<file path="config.mk">
export PLATFORM = sky130hd
export DESIGN_NAME = srtf_tick_scheduler
export DESIGN_NICKNAME = d
export VERILOG_FILES = /design/src/rtl/srtf_pkg.sv /design/src/rtl/srtf_tick_scheduler.sv
export SDC_FILE = /design/constraint.sdc
export NUM_CORES = 1
export LEC_CHECK = 0
export BUFFER_PORTS_ARGS = -buffer_cell sky130_fd_sc_hd__clkbuf_2
export CAP_MARGIN = 20
export CORE_UTILIZATION = 45
export DETAILED_ROUTE_END_ITERATION = 8
export GPL_ROUTABILITY_DRIVEN = 0
export HOLD_SLACK_MARGIN = 0.02
export PLACE_DENSITY = 0.69
export SYNTH_ARGS = -nofsm -noshare
export SYNTH_HDL_FRONTEND = slang
export SYNTH_SLANG_ARGS = --single-unit
</file>
<file path="constraint.sdc">
create_clock -name aclk -period 23.1 [get_ports aclk]
set_input_delay 1.155 -clock aclk [delete_from_list [all_inputs] [get_ports aclk]]
set_output_delay 1.155 -clock aclk [all_outputs]
set_load 0.05 [all_outputs]
</file>
<file path="src/rtl/srtf_pkg.sv">
// Shared constants for the SRTF tick scheduler.
// No dependencies.
`default_nettype none
package srtf_pkg;
    localparam logic ACT_LOAD = 1'b0;
    localparam logic ACT_TICK = 1'b1;
    localparam int unsigned REG_PROCESS_COUNT = 0;
endpackage
`default_nettype wire

</file>
<file path="src/rtl/srtf_tick_scheduler.sv">
// SRTF tick scheduler: one load or tick item in, one or two result items out. Slot state
// (arrival, remaining, waiting) lives in one synchronous memory with a registered read;
// a tick makes two passes over the in-use slots, one slot per cycle: a scan pass that reads
// each entry and tracks the best candidate, and an update pass that reads each entry again
// and writes back waiting and remaining. A tick runs the scan pass, a decide state, the
// update pass (skipped when nothing is ready) and an output state that posts the result;
// the next item is accepted only once that result has been taken. A final completion posts
// a second item that closes the last segment. A load or an all-done tick posts its result
// straight from idle. Done marks sit in flip-flops, cleared by reset.
// Configuration: process_count at address 0. No clearing pass is needed.
// Depends on srtf_pkg.
`default_nettype none
module srtf_tick_scheduler #(
    parameter int MAX_PROCS = 16,
    parameter int TIME_BITS = 16
) (
    input  wire logic        aclk,
    input  wire logic        aresetn,
    input  wire logic        psel,
    input  wire logic        penable,
    input  wire logic        pwrite,
    input  wire logic [2:0]  paddr,
    input  wire logic [31:0] pwdata,
    output logic      [31:0] prdata,
    output logic             pready,
    input  wire logic        s_valid,
    output logic             s_ready,
    input  wire logic        s_action,
    input  wire logic [3:0]  s_slot,
    input  wire logic [15:0] s_arrival,
    input  wire logic [15:0] s_burst,
    output logic             m_valid,
    input  wire logic        m_ready,
    output logic             m_idle,
    output logic [3:0]       m_running_slot,
    output logic             m_seg_closed,
    output logic             m_seg_idle,
    output logic [3:0]       m_seg_slot,
    output logic [15:0]      m_seg_begin,
    output logic [15:0]      m_seg_end,
    output logic             m_finished,
    output logic [3:0]       m_finished_slot,
    output logic [15:0]      m_turnaround,
    output logic [15:0]      m_waiting,
    output logic             m_last
);
    import srtf_pkg::*;
    localparam int SW = $clog2(MAX_PROCS);
    localparam int CW = $clog2(MAX_PROCS + 1);
    localparam int TB = TIME_BITS;
    localparam logic [TB-1:0] TMAX = {TB{1'b1}};
    localparam logic [2:0] S_IDLE = 3'd0, S_SCAN = 3'd1, S_DECIDE = 3'd2, S_UPD = 3'd3,
                           S_OUT = 3'd4, S_OUT2 = 3'd5;

    // Memory word: arrival, remaining, waiting.
    logic [3*TB-1:0] mem [MAX_PROCS];
    logic [3*TB-1:0] rd_q;
    logic            we;
    logic [SW-1:0]   waddr, raddr;
    logic [3*TB-1:0] wdata;

    always_ff @(posedge aclk) begin
        if (we) begin
            mem[waddr] <= wdata;
        end
        rd_q <= mem[raddr];
    end

    logic [4:0]          pcount_reg;
    logic [2:0]          state_reg;
    logic [CW-1:0]       idx_reg;    // issue index
    logic                rvld_reg;   // read data valid this cycle
    logic [SW-1:0]       ridx_reg;   // index of read data
    logic [MAX_PROCS-1:0] done_reg;
    logic [TB-1:0]       now_reg;
    logic                seg_open_reg, seg_own_idle_reg;
    logic [SW-1:0]       seg_owner_reg;
    logic [TB-1:0]       seg_begin_reg;
    logic                have_reg;
    logic [SW-1:0]       pick_reg;
    logic [TB-1:0]       prem_reg, parr_reg;
    logic                outv_reg;
    // result registers
    logic r_idle, r_sc, r_si, r_fin, r_last;
    logic [3:0] r_run, r_ss, r_fs;
    logic [15:0] r_st, r_se, r_ta, r_wt;

    logic [CW-1:0] n_use;
    always_comb begin
        if (pcount_reg == 5'd0) n_use = CW'(1);
        else if (32'(pcount_reg) > MAX_PROCS) n_use = CW'(MAX_PROCS);
        else n_use = CW'(pcount_reg);
    end

    logic [TB-1:0] rarr, rrem, rwt;
    assign rarr = rd_q[3*TB-1:2*TB];
    assign rrem = rd_q[2*TB-1:TB];
    assign rwt  = rd_q[TB-1:0];
    logic rready;
    assign rready = !done_reg[ridx_reg] && rarr <= now_reg && rrem != '0;

    logic [CW-1:0] done_cnt;
    always_comb begin
        done_cnt = '0;
        for (int i = 0; i < MAX_PROCS; i++)
            if (i < 32'(n_use) && done_reg[i]) done_cnt = done_cnt + 1'b1;
    end
    logic all_done_now;
    assign all_done_now = done_cnt >= n_use;

    assign pready = 1'b1;
    assign prdata = {27'd0, pcount_reg};
    assign s_ready = (state_reg == S_IDLE) && !outv_reg;
    assign m_valid = outv_reg;

    logic s_acc, issue_done;
    assign s_acc = s_valid && s_ready;
    assign issue_done = idx_reg >= n_use;

    logic [TB-1:0] now_inc, wt_inc;
    assign now_inc = (now_reg == TMAX) ? TMAX : now_reg + 1'b1;
    assign wt_inc  = (rwt == TMAX) ? TMAX : rwt + 1'b1;

    always_comb begin
        we = 1'b0; waddr = ridx_reg; wdata = rd_q; raddr = idx_reg[SW-1:0];
        if (s_acc && s_action == ACT_LOAD && 32'(s_slot) < MAX_PROCS) begin
            we = 1'b1; waddr = SW'(s_slot);
            wdata = {TB'(s_arrival), (s_burst == 16'd0) ? TB'(1) : TB'(s_burst), TB'(0)};
        end else if (state_reg == S_UPD && rvld_reg && have_reg) begin
            if (ridx_reg == pick_reg) begin
                we = 1'b1; wdata = {rarr, rrem - 1'b1, rwt};
            end else if (rready) begin
                we = 1'b1; wdata = {rarr, rrem, wt_inc};
            end
        end
    end

    always_ff @(posedge aclk) begin
        if (!aresetn) begin
            pcount_reg <= 5'd1; state_reg <= S_IDLE; outv_reg <= 1'b0;
            done_reg <= '0; now_reg <= '0; seg_open_reg <= 1'b0;
            seg_own_idle_reg <= 1'b1; seg_owner_reg <= '0; seg_begin_reg <= '0;
            rvld_reg <= 1'b0; idx_reg <= '0; have_reg <= 1'b0;
        end else begin
            if (psel && penable && pwrite && paddr[2] == 1'b0)
                pcount_reg <= pwdata[4:0];
            if (outv_reg && m_ready) outv_reg <= 1'b0;
            rvld_reg <= 1'b0;
            ridx_reg <= idx_reg[SW-1:0];
            case (state_reg)
                S_IDLE: begin
                    if (s_acc) begin
                        {r_idle, r_run, r_sc, r_si, r_ss, r_st, r_se} <= {1'b1, 4'd0, 2'b0,
                            4'd0, 32'd0};
                        {r_fin, r_fs, r_ta, r_wt, r_last} <= {1'b0, 4'd0, 32'd0, 1'b1};
                        if (s_action == ACT_LOAD) begin
                            if (32'(s_slot) < MAX_PROCS) done_reg[SW'(s_slot)] <= 1'b0;
                            now_reg <= '0; seg_open_reg <= 1'b0; seg_own_idle_reg <= 1'b1;
                            seg_begin_reg <= '0;
                            outv_reg <= 1'b1;
                        end else if (all_done_now) begin
                            outv_reg <= 1'b1;
                        end else begin
                            idx_reg <= '0; have_reg <= 1'b0; state_reg <= S_SCAN;
                        end
                    end
                end
                S_SCAN: begin
                    if (!issue_done) begin
                        idx_reg <= idx_reg + 1'b1; rvld_reg <= 1'b1;
                    end
                    if (rvld_reg && rready && (!have_reg || rrem < prem_reg ||
                        (rrem == prem_reg && rarr < parr_reg))) begin
                        have_reg <= 1'b1; pick_reg <= ridx_reg;
                        prem_reg <= rrem; parr_reg <= rarr;
                    end
                    if (issue_done && !rvld_reg) state_reg <= S_DECIDE;
                end
                S_DECIDE: begin
                    r_idle <= !have_reg; r_run <= have_reg ? 4'(pick_reg) : 4'd0;
                    if (!seg_open_reg) begin
                        seg_open_reg <= 1'b1; seg_own_idle_reg <= !have_reg;
                        seg_owner_reg <= pick_reg; seg_begin_reg <= now_reg;
                    end else if ((have_reg == seg_own_idle_reg) ||
                                 (have_reg && pick_reg != seg_owner_reg)) begin
                        r_sc <= 1'b1; r_si <= seg_own_idle_reg;
                        r_ss <= seg_own_idle_reg ? 4'd0 : 4'(seg_owner_reg);
                        r_st <= 16'(seg_begin_reg); r_se <= 16'(now_reg);
                        seg_own_idle_reg <= !have_reg; seg_owner_reg <= pick_reg;
                        seg_begin_reg <= now_reg;
                    end
                    idx_reg <= '0; state_reg <= have_reg ? S_UPD : S_OUT;
                end
                S_UPD: begin
                    if (!issue_done) begin
                        idx_reg <= idx_reg + 1'b1; rvld_reg <= 1'b1;
                    end
                    if (rvld_reg && ridx_reg == pick_reg && rrem == TB'(1)) begin
                        done_reg[pick_reg] <= 1'b1;
                        r_fin <= 1'b1; r_fs <= 4'(pick_reg);
                        r_ta <= 16'(now_inc - rarr); r_wt <= 16'(rwt);
                    end
                    if (issue_done && !rvld_reg) state_reg <= S_OUT;
                end
                S_OUT: begin
                    now_reg <= now_inc;
                    r_last <= !(r_fin && all_done_now);
                    outv_reg <= 1'b1;
                    state_reg <= (r_fin && all_done_now) ? S_OUT2 : S_IDLE;
                end
                S_OUT2: begin
                    if (m_ready) begin
                        outv_reg <= 1'b1;
                        {r_idle, r_run, r_sc, r_si} <= {1'b1, 4'd0, 1'b1, seg_own_idle_reg};
                        r_ss <= seg_own_idle_reg ? 4'd0 : 4'(seg_owner_reg);
                        r_st <= 16'(seg_begin_reg); r_se <= 16'(now_reg);
                        {r_fin, r_fs, r_ta, r_wt, r_last} <= {1'b0, 4'd0, 32'd0, 1'b1};
                        seg_open_reg <= 1'b0; seg_own_idle_reg <= 1'b1;
                        state_reg <= S_IDLE;
                    end
                end
                default: state_reg <= S_IDLE;
            endcase
        end
    end

    assign m_idle = r_idle; assign m_running_slot = r_run; assign m_seg_closed = r_sc;
    assign m_seg_idle = r_si; assign m_seg_slot = r_ss; assign m_seg_begin = r_st;
    assign m_seg_end = r_se; assign m_finished = r_fin; assign m_finished_slot = r_fs;
    assign m_turnaround = r_ta; assign m_waiting = r_wt; assign m_last = r_last;

    // The input side is closed whenever a tick is in progress.
    assert property (@(posedge aclk) disable iff (!aresetn)
        state_reg != S_IDLE |-> !s_ready) else $error("accept during tick");
    // A finish always belongs to a running slot.
    assert property (@(posedge aclk) disable iff (!aresetn)
        outv_reg && r_fin |-> !r_idle) else $error("finish while idle");
    // Hold a waiting result item unchanged until it is taken.
    assert property (@(posedge aclk) disable iff (!aresetn)
        m_valid && !m_ready |=> m_valid && $stable({m_idle, m_running_slot, m_seg_closed,
            m_seg_idle, m_seg_slot, m_seg_begin, m_seg_end, m_finished, m_finished_slot,
            m_turnaround, m_waiting, m_last})) else $error("result item changed while held");
endmodule
`default_nettype wire

</file>
# Word-level counts from Yosys, hierarchy flattened
# Memories as Yosys holds them, arrays and structs flattened. A register that Yosys moved wholly into a read port is not among the register bits.
# Index checks and enable logic that the tools add are counted.
# classes
mux,123
bitwise_logic,5
eq_ne,26
n_lt_le_gt_ge,27
n_addsub,20
reduce_logical,73
# op_table
operator,count
$mux W16,20
$pmux W16 S3,4
$mux W5,21
$pmux W16 S2,3
$add A5 B1 Y5 const B,16
$mux W32,2
$mux W48,1
$mux W4,11
$lt A4 B5 Y1 const A,8
$logic_and A1 B1 Y1,37
$mux W1,36
$pmux W4 S3,3
$add A16 B1 Y16 const B,2
$eq A16 B16 Y1 const B,2
$lt A16 B16 Y1,2
$mux W3,8
$pmux W1 S3,8
$lt A3 B5 Y1 const A,4
$ne A2 B2 Y1 const B,10
$reduce_and A4 Y1,5
$reduce_and A5 Y1,4
$pmux W3 S6,1
$and A16 B16 Y16,1
$eq A16 B1 Y1 const B,1
37 further kinds,64
# word_totals
mem_bits_rw,768
register_bits,191
memories,1
inputBits,79
# memory_table
memory,words,word_bits,rd,rd_clocked_by_memory_dff,write_ports,line_no,rtl
mem,16,48,1,1,1,srtf_tick_scheduler.sv:56,logic [3*TB-1:0] mem [MAX_PROCS];

# Logic depth before layout (Yosys ltp)
# depth
ltp_word,41
ltp_mapped,52
mapped_depth_nobuf,51

# Least setup slack after synthesis
# Ideal clock, no wire load.
# synth_timing
kind,register to register
from,register pcount_reg[1]
to,register idx_reg[4]
t_arrival_ps,9602
setup_slack_ps,13369
setup_ps,129
path_stages_with_launch,50
n_path_buf,2
t_required_ps,22971
period_less_slack_ps,9731
path_cell_list,dfxtp_1 > clkbuf_1 > o41a_1 > ha_1 > o41ai_1 > or2_1 > buf_2 > ha_1 > inv_1 > xnor2_1 > nor3_1 > a311oi_1 > inv_1 > ha_1 > xor2_1 > nor3_1 > a31oi_1 > o21a_1 > [14 not listed] > ha_1 > o21ai_0 > inv_1 > ha_1 > nand3_1 > or2_1 > and3b_1 > nor4_2 > xnor2_1 > ha_1 > a21oi_1 > nand2_1 > nor2_1 > nor2_1 > a211oi_1 > nand4_1 > xor2_1 > nor2_1
# synth_via
elab_chain_len,39
word_cells_on_any_way,72
cone_classes,add/sub (15); order compare (19); eq/ne (2); mux (18); reduce/logical (18)
# synth_rtl
element,line_no,rtl
"start, declared",srtf_tick_scheduler.sv:69,logic [4:0] pcount_reg;
"start signal, assigned",srtf_tick_scheduler.sv:146,pcount_reg <= pwdata[4:0];
$gt A5 B5 Y1,srtf_tick_scheduler.sv:91,else if (32'(pcount_reg) > MAX_PROCS) n_use = CW'(MAX_PROCS);
$mux W5,srtf_tick_scheduler.sv:91,
$mux W5 *,srtf_tick_scheduler.sv:90,if (pcount_reg == 5'd0) n_use = CW'(1);
$lt A1 B5 Y1,srtf_tick_scheduler.sv:106,if (i < 32'(n_use) && done_reg[i]) done_cnt = done_cnt + 1'b1;
$logic_and A1 B1 Y1,srtf_tick_scheduler.sv:106,
$mux W1,srtf_tick_scheduler.sv:106,
$add A5 B1 Y5,srtf_tick_scheduler.sv:106,
$mux W5,srtf_tick_scheduler.sv:106,
[23 not listed],--,
$mux W5,srtf_tick_scheduler.sv:106,
$add A5 B1 Y5,srtf_tick_scheduler.sv:106,
$mux W5,srtf_tick_scheduler.sv:106,
$add A5 B1 Y5,srtf_tick_scheduler.sv:106,
$mux W5,srtf_tick_scheduler.sv:106,
$ge A5 B5 Y1,srtf_tick_scheduler.sv:109,assign all_done_now = done_cnt >= n_use;
$ne A2 B2 Y1 (no source line),--,
$reduce_and A5 Y1 (no source line) *,--,
"end signal, assigned",srtf_tick_scheduler.sv:143,rvld_reg <= 1'b0; idx_reg <= '0; have_reg <= 1'b0;
"end signal, assigned",srtf_tick_scheduler.sv:164,idx_reg <= '0; have_reg <= 1'b0; state_reg <= S_SCAN;
"end signal, assigned",srtf_tick_scheduler.sv:170,idx_reg <= idx_reg + 1'b1; rvld_reg <= 1'b1;
"end, declared",srtf_tick_scheduler.sv:71,logic [CW-1:0] idx_reg;
# Mark *: on every way between the ends. The rest lies on a longest branch, timed or not.
# A chain may end at the register's enable or synchronous reset.

# Final worst setup path
# layout_timing
from,register pcount_reg[4]
to,register idx_reg[3]
# Same word-level chain as after synthesis.

==> flow_summary.html <==
<table>
<tr><th>Metric</th><th>Value</th></tr>
<tr><th colspan="2">Routing</th></tr>
<tr><td>Final routed wirelength across all metal layers</td><td>97920 um</td></tr>
<tr><td>Count of nets left with antenna violations after detail routing</td><td>0</td></tr>
<tr><td>Average wire length per cell after detail routing</td><td>23.62 um</td></tr>
<tr><td>Total via count in the routed design</td><td>approximately 24000</td></tr>
<tr><td>Final routed DRC violation total</td><td>0</td></tr>
<tr><td>Mean number of vias per cell</td><td>roughly 5.7</td></tr>
<tr><td>Detailed-routing iteration count for the pre-antenna-repair pass</td><td>5</td></tr>
<tr><td>First-iteration detailed-routing DRC count</td><td>approximately 2400</td></tr>
<tr><th colspan="2">Critical path</th></tr>
<tr><td>Signal arrival time at the worst endpoint</td><td>12.08 ns</td></tr>
<tr><td>Startpoint types</td><td>flop</td></tr>
<tr><td>R2R Path End</td><td>idx_reg[3]$_SDFFE_PN0P_</td></tr>
<tr><td>Slowest cell delay on critical path</td><td>roughly 0.83 ns</td></tr>
<tr><td>Required time of the worst setup path</td><td>roughly 24 ns</td></tr>
<tr><td>Cell with the largest stage delay on the worst path</td><td>o41ai_1</td></tr>
<tr><td>Critical path start-end classification</td><td>flop to flop</td></tr>
<tr><td>Critical path capture point type</td><td>flop</td></tr>
<tr><td>Peak fanout along the critical path</td><td>22</td></tr>
<tr><td>Reg2reg setup slack</td><td>about 12 ns</td></tr>
<tr><td>R2R depth</td><td>47</td></tr>
<tr><td>Start of the worst register-to-register path</td><td>pcount_reg[4]$_SDFFE_PN0P_</td></tr>
<tr><td>CP most frequent cell</td><td>ha_1</td></tr>
<tr><th colspan="2">Layout</th></tr>
<tr><td>Final core occ</td><td>between 50 and 60%</td></tr>
<tr><td>Largest register FFs</td><td>around 770</td></tr>
<tr><td>Share of final-layout standard cells stronger than drive strength 1</td><td>22.49%</td></tr>
<tr><td># diodes</td><td>0</td></tr>
<tr><td>Number of cells in the finished layout apart from fillers</td><td>4146</td></tr>
<tr><td>Largest registers ranked by flip-flop count</td><td>mem x768, rd_q x48</td></tr>
<tr><td>Synth-to-Final Area Change</td><td>13.03%</td></tr>
<tr><td>Fin nets</td><td>2972</td></tr>
<tr><td>Most flop-heavy register</td><td>mem</td></tr>
<tr><td>Final Instance Area</td><td>between 0.04 and 0.05 sq mm</td></tr>
<tr><th colspan="2">Global routing</th></tr>
<tr><td>Initial antenna violation count</td><td>3</td></tr>
<tr><td>Global-route wire length before repair</td><td>between 100000 and 150000 um</td></tr>
<tr><td>Number of global-route vias before repair</td><td>between 20000 and 25000</td></tr>
<tr><td>GRT Residual Overflow</td><td>0</td></tr>
<tr><td>Total track usage</td><td>between 20% and 30%</td></tr>
<tr><td>Pin count of the biggest net entering global routing</td><td>~120</td></tr>
<tr><th colspan="2">Placed design</th></tr>
<tr><td>Final HPWL DP</td><td>between 50000 and 60000 um</td></tr>
<tr><td>Standard cell area after detailed placement</td><td>0.04532 sq mm</td></tr>
<tr><td>Number of placed cells counting well taps</td><td>approximately 4000</td></tr>
<tr><td>Port Buffer Count</td><td>approximately 140</td></tr>
<tr><th colspan="2">Logic synthesis</th></tr>
<tr><td>Post-synthesis average cell area</td><td>around 16 sq um</td></tr>
<tr><td>Unique cell type count in the Yosys netlist</td><td>83</td></tr>
<tr><td>Sequential-to-total area share from yosys stat</td><td>about 67%</td></tr>
<tr><td>Post-synthesis cell type with the largest combined area</td><td>edfxtp_1</td></tr>
<tr><td>Fraction of registers with async set/reset</td><td>0%</td></tr>
<tr><td>Total number of yosys warnings</td><td>0</td></tr>
<tr><td>Seq cells post-synth</td><td>around 1000</td></tr>
<tr><td>Synth Cell Area</td><td>around 0.043 sq mm</td></tr>
<tr><td>Cell count after synthesis</td><td>between 2000 and 3000</td></tr>
<tr><td>Synth top area cells</td><td>edfxtp_1 62%, mux4_2 13%, dfxtp_1 5.5%</td></tr>
<tr><td>Area share of the largest cell type after synthesis</td><td>61.99%</td></tr>
<tr><td>Post-synth top flop</td><td>edfxtp_1</td></tr>
<tr><td>Number of flops mapped to enable cells by yosys</td><td>around 900</td></tr>
<tr><th colspan="2">STA</th></tr>
<tr><td>Post-route clock period utilization</td><td>between 40% and 50%</td></tr>
<tr><td>Final count of hold timing violations</td><td>0</td></tr>
<tr><td>Clock tree skew after final layout</td><td>~0.022 ns</td></tr>
<tr><td>RSZ-0062 raised after global routing</td><td>no</td></tr>
<tr><td>Final number of max-transition violations</td><td>0</td></tr>
<tr><td>Slew headroom</td><td>approximately 22%</td></tr>
<tr><td>Count of final setup violators</td><td>0</td></tr>
<tr><td>Max Clock Freq</td><td>86.89 MHz</td></tr>
<tr><td>Setup TNS</td><td>0 ns</td></tr>
<tr><td>Transition at the pin with the smallest max-transition slack</td><td>~1.2 ns</td></tr>
<tr><td>Crit path time final</td><td>around 12 ns</td></tr>
<tr><th colspan="2">CTS</th></tr>
<tr><td>Clk buf depth</td><td>3</td></tr>
<tr><td>Clk slew on worst S/H paths</td><td>~0.06 ns</td></tr>
<tr><td>Hold buffer count at cts</td><td>0</td></tr>
<tr><td>Level count of the clock H-tree</td><td>3</td></tr>
<tr><td>Buffer count from post-CTS setup fixing</td><td>0</td></tr>
<tr><td>Number of CTS-inserted buffers</td><td>slightly below 100</td></tr>
<tr><td>TritonCTS sink count</td><td>a little over 1000</td></tr>
<tr><td>TritonCTS clock tree</td><td>yes</td></tr>
<tr><td>Skew-Pair Late Insertion Delay</td><td>about 0.65 ns</td></tr>
<tr><td>Clock root buffer</td><td>clkbuf_16</td></tr>
<tr><td>Post-cts resize count</td><td>0</td></tr>
<tr><th colspan="2">Min path</th></tr>
<tr><td>Hold path startpoint</td><td>seg_begin_reg[11]$_SDFFE_PN0P_</td></tr>
<tr><td>Worst hold-check path type</td><td>flop to flop</td></tr>
<tr><td>Hold endpoint</td><td>seg_begin_reg[11]$_SDFFE_PN0P_</td></tr>
<tr><td>WHS Path Cells</td><td>2</td></tr>
<tr><th colspan="2">Floorplanning</th></tr>
<tr><td>Width of the die</td><td>a little over 300 um</td></tr>
<tr><td>Initial core utilization</td><td>roughly 45%</td></tr>
<tr><td>Count of boundary I/O pins</td><td>~200</td></tr>
<tr><td>Core region area</td><td>0.09487 sq mm</td></tr>
<tr><td>DIE AREA</td><td>about 0.097 sq mm</td></tr>
<tr><td>Total number of placement rows</td><td>roughly 110</td></tr>
<tr><td>Height of the die</td><td>between 300 and 400 um</td></tr>
<tr><th colspan="2">Power</th></tr>
<tr><td>Pwr dens</td><td>~82 mW/mm^2</td></tr>
<tr><td>Worst vdd ir</td><td>slightly below 0.06 mV</td></tr>
<tr><td>Leakage power of the design</td><td>~0.016 uW</td></tr>
<tr><td>Tot Pwr</td><td>about 4000 uW</td></tr>
<tr><th colspan="2">Status</th></tr>
<tr><td>Outcome</td><td>completed</td></tr>
<tr><th colspan="2">Job</th></tr>
<tr><td>Number of max-cap violations</td><td>0</td></tr>
</table>
==> metal layers <==
metal,routed length [um],track usage [%],vias up
met5,39,0,-
met4,2091,5.385,6
met3,6642,2.922,152
met2,48440,34.14,921
met1,40700,27.49,12108
li1,-,-,10515
==> through the flow <==
| step | setup slack, ns | hold WS, ns |
|---|---|---|
| 6_report | 11.59 | 0.4593 |
| 5_1_grt | 10.73 | 0.4781 |
| 3_5_place_dp | 11.82 | 0.4548 |
| 2_1_floorplan | 13.37 | 0.4206 |
| 3_3_place_gp | 12.25 | 0.4491 |
| 4_1_cts | 11.76 | 0.4614 |
==> cell type report <==
type,count,area (sq um)
clock inverter,58,570.5
multi-input combinational,1384,13160
fill,7624,46190
sequential,1007,29070
clock buffer,122,2726
timing repair buffer,199,1147
tap,1265,1583
inverter,111,416.7
==> worst max-delay path by stage <==
stage	to	slack, ns	startpoint	depth (start not counted)
after floorplan	idx_reg[4]$_SDFFE_PN0P_	13.37	pcount_reg[1]$_SDFFE_PN0P_	49
after global placement	idx_reg[4]$_SDFFE_PN0P_	12.25	pcount_reg[4]$_SDFFE_PN0P_	48
after detailed placement	idx_reg[3]$_SDFFE_PN0P_	11.82	pcount_reg[4]$_SDFFE_PN0P_	47
after CTS	idx_reg[3]$_SDFFE_PN0P_	11.76	pcount_reg[4]$_SDFFE_PN0P_	47
after global routing	idx_reg[4]$_SDFFE_PN0P_	10.73	pcount_reg[4]$_SDFFE_PN0P_	49
final	idx_reg[3]$_SDFFE_PN0P_	11.59	pcount_reg[4]$_SDFFE_PN0P_	47
==> where the power goes <==
part / internal, uW / switching (uW) / total [uW]
combinational: 81.5 / 198 / 280
sequential: 2050 / 23.1 / 2070
clock: 948 / 671 / 1620
==> layout by cell type (no fill, tap or decap), drive strengths merged, types with 64 or more instances in the layout <==
master,Yosys,layout
dfxtp,118,118
edfxtp,889,889
nand2,164,164
o21ai,93,93
mux4,244,244
nor2,116,116
ha,92,92
clkbuf,97,260
a21oi,64,64
inv,111,115
==> synth_stat cells (11+ instances only) <==
cell / number
edfxtp_1: 889
mux4_2: 244
nand2_1: 164
dfxtp_1: 118
nor2_1: 116
inv_1: 110
clkbuf_1: 97
ha_1: 92
o21ai_0: 91
a21oi_1: 64
nand3_1: 59
nor2b_1: 56
xnor2_1: 56
and3_1: 37
nor3_1: 36
a21boi_0: 32
xor2_1: 31
and2_1: 28
buf_4: 28
nand2b_1: 21
mux2i_1: 20
buf_1: 19
a22oi_1: 18
a21o_1: 15
nand4_1: 14
o21a_1: 14
a31oi_1: 13
nor3b_1: 11
==> kinds of logic after synthesis <==
logic type	after synthesis	synth area share (%)
other cells	2	0.01744
flops	1007	67.47
compound gates	314	4.753
fa+ha+maj	93	2.719
simple gates	583	6.741
buf+inv	263	2.574
mux	267	13.30
xor+xnor	99	2.417
==> critical path, delay by kind of cell (launching register included) <==
kind / cells / cell delay [ns]
AO/OA/AOI/OAI: 12 / 4.40
adder cells (fa/ha/maj): 9 / 2.77
AND/OR/NAND/NOR: 15 / 2.11
XOR/XNOR: 7 / 1.19
flip-flops: 1 / 0.56
buffers and inverters: 4 / 0.39
Power figures use the tool's default switching activity.
